<file path="src/rtl/rhg_pkg.sv">
// Package: types, constants and helpers for the Robin Hood glyph hash table.
package rhg_pkg;

   localparam int CAPACITY     = 1024;
   localparam int PAYLOAD_BITS = 32;
   localparam int SLOT_BITS    = $clog2(CAPACITY);
   localparam int CNT_BITS     = SLOT_BITS + 1;
   localparam logic [CNT_BITS-1:0]  FULL_LIMIT = CNT_BITS'(CAPACITY * 3 / 4);
   localparam logic [SLOT_BITS-1:0] SLOT_MAX   = SLOT_BITS'(CAPACITY - 1);

   localparam logic [31:0] K_GLYPH = 32'd2654435761;
   localparam logic [63:0] K_FMIX1 = 64'hff51afd7ed558ccd;
   localparam logic [63:0] K_FMIX2 = 64'hc4ceb9fe1a85ec53;

   typedef enum logic [1:0] {
      CMD_FIND       = 2'd0,
      CMD_GET_INSERT = 2'd1,
      CMD_WRITE      = 2'd2,
      CMD_SPARE      = 2'd3
   } cmd_type;

   typedef enum logic [1:0] {
      STAT_OK   = 2'd0,
      STAT_MISS = 2'd1,
      STAT_FULL = 2'd2,
      STAT_RSVD = 2'd3
   } status_type;

   typedef enum logic [2:0] {
      TS_CLEAR,
      TS_IDLE,
      TS_HASH,
      TS_LK_RD,
      TS_LK_CHK,
      TS_IN_RD,
      TS_IN_CHK
   } tbl_state_type;

   typedef struct packed {
      logic [1:0]  cmd;
      logic [31:0] font_id;
      logic [31:0] glyph_code;
      logic [31:0] value_in;
   } req_type;

   typedef struct packed {
      logic [1:0]  status;
      logic        was_new;
      logic [9:0]  slot_index;
      logic [31:0] value_out;
   } rsp_type;

   typedef struct packed {
      logic [63:0]             hash;
      logic [31:0]             font;
      logic [31:0]             glyph;
      logic [PAYLOAD_BITS-1:0] payload;
   } entry_type;

   function automatic logic [63:0] xs33(input logic [63:0] x);
      return x ^ (x >> 33);
   endfunction

endpackage

</file>
<file path="src/rtl/rhg_hash.sv">
// Iterative key hash: one shared 32x32 multiplier stepped through the mix and finalizer.
module rhg_hash (
   input  logic        clock,
   input  logic        reset,
   input  logic        start,
   input  logic [31:0] font,
   input  logic [31:0] glyph,
   output logic        done,
   output logic [63:0] hash
);

   localparam logic [31:0] K_FMIX1_LO = rhg_pkg::K_FMIX1[31:0];

   logic [3:0]  step_ff, step_in;
   logic        run_ff, run_in;
   logic        done_ff, done_in;
   logic [31:0] font_ff, font_in, glyph_ff, glyph_in;
   logic [63:0] prod_ff, prod_in, acc_ff, acc_in, h_ff, h_in;
   logic [31:0] mul_a, mul_b;
   logic [63:0] sum;

   always_ff @(posedge clock) begin
      if (reset) begin
         step_ff <= '0;
         run_ff  <= 1'b0;
         done_ff <= 1'b0;
      end else begin
         step_ff <= step_in;
         run_ff  <= run_in;
         done_ff <= done_in;
      end
      font_ff  <= font_in;
      glyph_ff <= glyph_in;
      prod_ff  <= prod_in;
      acc_ff   <= acc_in;
      h_ff     <= h_in;
   end

   always_comb begin
      unique case (step_ff)
         4'd0:                      mul_a = glyph_ff;
         4'd4, 4'd8:                mul_a = h_ff[63:32];
         default:                   mul_a = h_ff[31:0];
      endcase
      unique case (step_ff)
         4'd2, 4'd4:                mul_b = K_FMIX1_LO;
         4'd3:                      mul_b = rhg_pkg::K_FMIX1[63:32];
         4'd6, 4'd8:                mul_b = rhg_pkg::K_FMIX2[31:0];
         4'd7:                      mul_b = rhg_pkg::K_FMIX2[63:32];
         default:                   mul_b = rhg_pkg::K_GLYPH;
      endcase
   end

   assign sum = acc_ff + {prod_ff[31:0], 32'd0};

   always_comb begin
      step_in  = step_ff;
      run_in   = run_ff;
      done_in  = 1'b0;
      font_in  = font_ff;
      glyph_in = glyph_ff;
      prod_in  = prod_ff;
      acc_in   = acc_ff;
      h_in     = h_ff;
      if (start && !run_ff) begin
         font_in  = font;
         glyph_in = glyph;
         step_in  = '0;
         run_in   = 1'b1;
      end else if (run_ff) begin
         prod_in = mul_a * mul_b;
         step_in = step_ff + 4'd1;
         unique case (step_ff)
            4'd1:       h_in = rhg_pkg::xs33({32'd0, font_ff} ^ prod_ff);
            4'd3, 4'd7: acc_in = prod_ff;
            4'd4, 4'd8: acc_in = sum;
            4'd5:       h_in = rhg_pkg::xs33(sum);
            4'd9: begin
               h_in    = rhg_pkg::xs33(sum) | 64'd1;
               run_in  = 1'b0;
               done_in = 1'b1;
            end
            default: ;
         endcase
      end
   end

   assign done = done_ff;
   assign hash = h_ff;

   a_done_pulse: assert property (@(posedge clock) disable iff (reset) done_ff |=> !done_ff)
      else $error("hash done held");
   a_done_odd: assert property (@(posedge clock) disable iff (reset) done_ff |-> h_ff[0])
      else $error("hash bit 0 clear at done");
   a_step_range: assert property (@(posedge clock) disable iff (reset)
      run_ff |-> step_ff <= 4'd9)
      else $error("hash step out of range");

endmodule

</file>
<file path="config.mk">
export PLATFORM = sky130hd
export DESIGN_NAME = rhg_hash
export DESIGN_NICKNAME = d
export VERILOG_FILES = /design/src/rtl/rhg_pkg.sv /design/src/rtl/rhg_hash.sv
export SDC_FILE = /design/constraint.sdc
export NUM_CORES = 2
export LEC_CHECK = 0
export ABC_AREA = 1
export BUFFER_PORTS_ARGS = -buffer_cell sky130_fd_sc_hd__buf_2
export CAP_MARGIN = 20
export CORE_MARGIN = 1
export CORE_UTILIZATION = 40
export DETAILED_ROUTE_END_ITERATION = 10
export GPL_TIMING_DRIVEN = 1
export SLEW_MARGIN = 20
export SYNTH_ARGS = -nofsm -noshare
export SYNTH_HDL_FRONTEND = slang
export SYNTH_SLANG_ARGS = --single-unit
</file>
<file path="constraint.sdc">
create_clock -name clock -period 8.1 [get_ports clock]
set_clock_uncertainty 0.05 [all_clocks]
set_input_delay 0.405 -clock clock [delete_from_list [all_inputs] [get_ports clock]]
set_output_delay 0.405 -clock clock [all_outputs]
set_load 0.1 [all_outputs]
</file>
Word-level counts from Yosys, hierarchy flattened
Index checks and enable logic that the tools add are counted.
W data, S select, Z words.

operators by class
  reduce and logical (&&, ||, !) cells = 14
  $mul = 1
  $add $sub $neg = 2
  muxes and demuxes = 8
  equality and inequality tests = 9
  bitwise operators = 5

operators by type and width
  cell                   count
  $pmux W64 S3           1
  $pmux W32 S4           1
  $pmux W64 S2           1
  $xor A64 B31 Y64       2
  $add A64 B64 Y64       1
  $mul A32 B32 Y64       1
  $pmux W32 S2           1
  $xor A32 B64 Y64       1
  $eq A4 B3 Y1 const B   4
  $reduce_or A2 Y1       5
  $eq A4 B2 Y1 const B   2
  $eq A4 B4 Y1 const B   2
  $reduce_and A3 Y1      2
  $add A4 B1 Y4 const B  1
  $eq A4 B1 Y1 const B   1
  $logic_not A4 Y1       1
  $mux W1                4
  $reduce_bool A3 Y1     1
  $reduce_or A3 Y1       1
  $not A1 Y1             2
  $reduce_and A2 Y1      1
  $reduce_bool A2 Y1     1
  $logic_and A1 B1 Y1    1
  $logic_not A1 Y1       1

word-level totals
  logic and storage cells = 47
  bits of input ports = 67
  output and inout bits = 65
  register bits = 262

Logic depth before layout (Yosys ltp)
  depth after elaboration = 4
  gate-level depth with buffers = 42
  mapped depth without buffers = 40

Worst setup path before layout
Ideal clock, no wire load.

  path kind = register -> register
  start = register step_ff[1]
  end = register prod_ff[63] (data pin)
  period minus slack after synthesis = 7.681 ns
  arrival time = 7.379 ns
  library setup time = 0.252 ns
  buffers on the path = 3
  slack = 0.419 ns
  cell stages (with the launch flop) = 35
  data required time = 7.798 ns
  path through = dfxtp_1 inv_1 ha_1 nand3_2 nand2_4 buf_2 buf_2 nand2_1 nand3_1 o21ai_1 buf_4 nor2_1 inv_1 fa_1 inv_1 fa_1 inv_1 fa_1 fa_1 inv_1 fa_1 fa_1 fa_1 fa_1 ha_1 a21oi_1 o21ai_0 a21oi_1 nor2_1 nor2_1 nor2_1 nor2_1 nand2_1 nand2_1 nand2_1

on the way
  word-level cells in the longest chain between the ends = 4
  elaborated cells between the ends (all ways) = 13
  those cells by class = mul (1); eq/ne (6); mux (2); reduce/logical (4)

RTL lines
  element                                              line                            text
  from (decl)                                          rhg_hash.sv:14                  logic [3:0] step_ff, step_in;
  from (signal assigned)                               rhg_hash.sv:28                  step_ff <= step_in;
  $eq A4 B4 Y1 (tied with other cells)                 rhg_hash.sv:40, rhg_hash.sv:45
  $reduce_or A2 Y1 (on tied branches)                  rhg_hash.sv:45, rhg_hash.sv:40
  $pmux W32 S4 / $pmux W32 S2 (equally long branches)  rhg_hash.sv:45, rhg_hash.sv:40
  $mul A32 B32 Y64 (*)                                 rhg_hash.sv:71                  prod_in = mul_a * mul_b;
  to (signal assigned)                                 rhg_hash.sv:34                  prod_ff <= prod_in;
  to (decl)                                            rhg_hash.sv:18                  logic [63:0] prod_ff, prod_in, acc_ff, acc_in, h_ff, h_in;

Mark *: on every way between the ends. The rest lies on a longest branch, timed or not.
A chain may end at the register's enable or synchronous reset.

Worst setup path in the final report
  start = register step_ff[1]
  end = register prod_ff[49] (data pin)

Same word-level chain as after synthesis.

==> run_results.csv <==
group,metric,value,unit
status,status,"finished with violations",
status,violations,"negative setup slack",
detailed_routing,wl_met2,82000,µm
detailed_routing,wl_met1,82300,µm
final_layout,fin_nets,7505,
sta,rsz0062_at_grt,"true",
sta,setup_viol_count_final,8,
setup_path,crit_path_end_kind,"flop",
setup_path,critPathLaunchType,"flop",
clock_tree,clock_latency,0.57,ns
setup_path,cp_max_fo,7,
global_routing,grt_pass1_vias,39200,
synth,yosysTopAreaCell,"fa_1",
setup_path,cp.arrival,8.49,ns
synth,synthTopCellsByCount,"inv_1, nand2_1, fa_1",
sta,slew_violations,0,
final_layout,design_area,59400,µm²
placement,place_hpwl,159000,µm
detailed_routing,drc,0,
synth,syn_avg_cell_area,8.68,µm²
placement,place_area,54100,µm²
floorplan,die_area,115000,µm²
synth,yosys.cell_count.top_type,"inv_1",
clock_tree,numCtsBuffers,25,
clock_tree,clock_sinks,262,
detailed_routing,wl_per_cell,23.6,µm
floorplan,die_h,340,µm
synth,synthFlopType,"edfxtp_1",
placement,dp_slack,-0.946,ns
synth,yosys_register_bits,262,
detailed_routing,routed_wl,184000,µm
detailed_routing,top_layer,"met4",
clock_tree,clkTransAtPathRegs,0.07,ns
sta,relSlewSlack,38.4,%
detailed_routing,num_vias,38400,
synth,syn_inst,5254,
floorplan,initial_core_util,40.4,%
setup_path,rr_worst_depth,34,
floorplan,io_pins,132,
clock_tree,cts_tree,"yes",
placement,portBuffers,131,
synth,synth_edf_count,256,
detailed_routing,wl_met3,10800,µm
synth,synthTopCellsByArea,"fa_1, edfxtp_1, inv_1, ha_1, nand2_1",
sta,tightest_slew,0.924,ns
floorplan,core_area,113000,µm²
setup_path,slowest_stage,"fa_2",
final_layout,areaGrowthSynthToFinish,30.2,%
clock_tree,clockBufferDepth,3,
global_routing,grt_max_degree,65,
synth,synthArstFlopShare,0,%
synth,syn_nets,6512,
synth,yosysWarningCount,0,
detailed_routing,first_pass_iters,5,
setup_path,slowest_delay,0.67,ns
global_routing,antenna_found_initial,0,
synth,synth_cell_types,48,
sta,max_freq,0.122,GHz
sta,tns,-0.430,ns
detailed_routing,drtIter0Drc,3180,
final_layout,final_core_utilization,52.6,%
sta,min_period,8.23,ns
setup_path,critPathKind,"reg -> reg",
placement,gp_congestion,1.03,
global_routing,grt_pass1_wl,265000,µm
synth,synth-seq-area-share,17.1,%
synth,syn_area,45600,µm²
setup_path,crit_required,8.36,ns
setup_path,startpoint,"step_ff[1]$_SDFFE_PP0P_",
run,cap_violations,0,
global_routing,grt-ovfl-total,0,
global_routing,grtUsageTotal,31.7,%
synth,synth_top_cell_area_share,36.9,%
floorplan,rows,123,
setup_path,reg2reg_from,"step_ff[1]$_SDFFE_PP0P_",
hold_path,min_path_type,"in -> reg",
detailed_routing,postRouteAntennaNets,0,
final_layout,drive_above_1_share,26.4,%
sta,finalHoldViolations,0,
setup_path,rrSetupSlack,-0.13,ns
setup_path,r2r_end,"prod_ff[49]$_DFFE_PP_",
clock_tree,cts_root_buf,"clkbuf_16",
detailed_routing,drt-vias-per-instance,4.94,
setup_path,cpMostUsedCell,"fa_1",
final_layout,antenna_cells,0,
sta,final.setup.worst_slack,-0.129,ns
floorplan,die_w,340,µm
setup_path,endpoint,"prod_ff[49]$_DFFE_PP_",
clock_tree,cts-htree-levels,1,
sta,min_period_over_period,102,%
final_layout,n_fill_cell,10600,
final cells by class:
type | count | area (µm²) | share of cell area (%)
multi-input cells | 3502 | 34400 | 57.9
repair buffers | 1089 | 9270 | 15.6
flip-flops and latches | 262 | 7820 | 13.2
inverters | 1367 | 5260 | 8.85
well taps | 1500 | 1880 | 3.16
clock buffers | 29 | 641 | 1.08
clock inverters | 16 | 118 | 0.198
layout by cell type, fill, tap and decap left out, types with 34 or more instances in the layout:
cell type      count
a21oi_1           89
a21oi_2           34
buf_12            72
buf_2            131
buf_4            762
buf_6             45
dlygate4sd3_1     65
edfxtp_1         256
fa_1             763
fa_2              78
ha_1             320
inv_1           1259
inv_2             76
nand2_1          886
nand2_2           66
nand3_1          120
nor2_1           443
nor2_2            67
nor2_4            55
o21ai_0          103
xnor2_1           64
xor2_1            93
critical path: cells and delay by family, from the launching register on:
| kind | cells | cell delay [ns] |
|---|---|---|
| adder cells (fa/ha/maj) | 10 | 4.71 |
| buffers and inverters | 13 | 1.33 |
| AND/OR/NAND/NOR | 10 | 1.27 |
| flip-flops | 1 | 0.34 |
| AO/OA/AOI/OAI | 1 | 0.27 |
sequential cells by signal, indices dropped and copies added, names as in the netlist:
signal	flops
acc_ff	64
run_ff	1
done	1
font_ff	32
step_ff	4
hash	64
glyph_ff	32
prod_ff	64
layer usage:
layer  global-route usage (%)  vias up
met5                        0        -
met4                     12.2        0
met3                     3.44      255
met2                     48.9     1259
met1                     45.9    19200
li1                         -    17700
metrics by stage:
stage          hold slack (ns)  instances
6_report                 0.104       7765
5_1_grt                  0.111       7765
4_1_cts                0.00209       7716
3_5_place_dp             0.515       7550
3_3_place_gp             0.500       7550
2_1_floorplan            0.424       5254
cells by family (layout without fill, tap and decap cells):
group / after synthesis / after routing / synth area share [%]
buf+inv: 1494 / 2501 / 12.6
mux: 2 / 2 / 0.0439
simple gates: 1743 / 1747 / 15.3
xor+xnor: 170 / 170 / 3.30
fa+ha+maj: 1191 / 1191 / 46.5
flops: 262 / 262 / 17.1
compound gates: 392 / 392 / 5.09
how the worst min path moves through the flow:
stage,from,to,slack [ns],cells past startpoint
2_1_floorplan,reset,run_ff$_SDFF_PP0_,0.42,1
3_5_place_dp,acc_ff[31]$_DFFE_PP_,hash[31]$_DFFE_PP_,0.51,2
4_1_cts,font[3],font_ff[3]$_DFFE_PP_,0.002,1
3_3_place_gp,run_ff$_SDFF_PP0_,run_ff$_SDFF_PP0_,0.50,2
6_report,start,run_ff$_SDFF_PP0_,0.10,3
5_1_grt,start,run_ff$_SDFF_PP0_,0.11,3
repair_timing:
item	4_1_cts	5_1_grt
buffers inserted	52	46
hold buffers	64	1
endpoints found under the setup margin	45	47
gates cloned	7	4
resized for setup	389	381
hold endpoints to repair	65	1
pin swaps	137	121
Power is left out: the tool's default activity adds up to more than one toggle a clock period on the data nets, which glitch-free logic cannot reach.
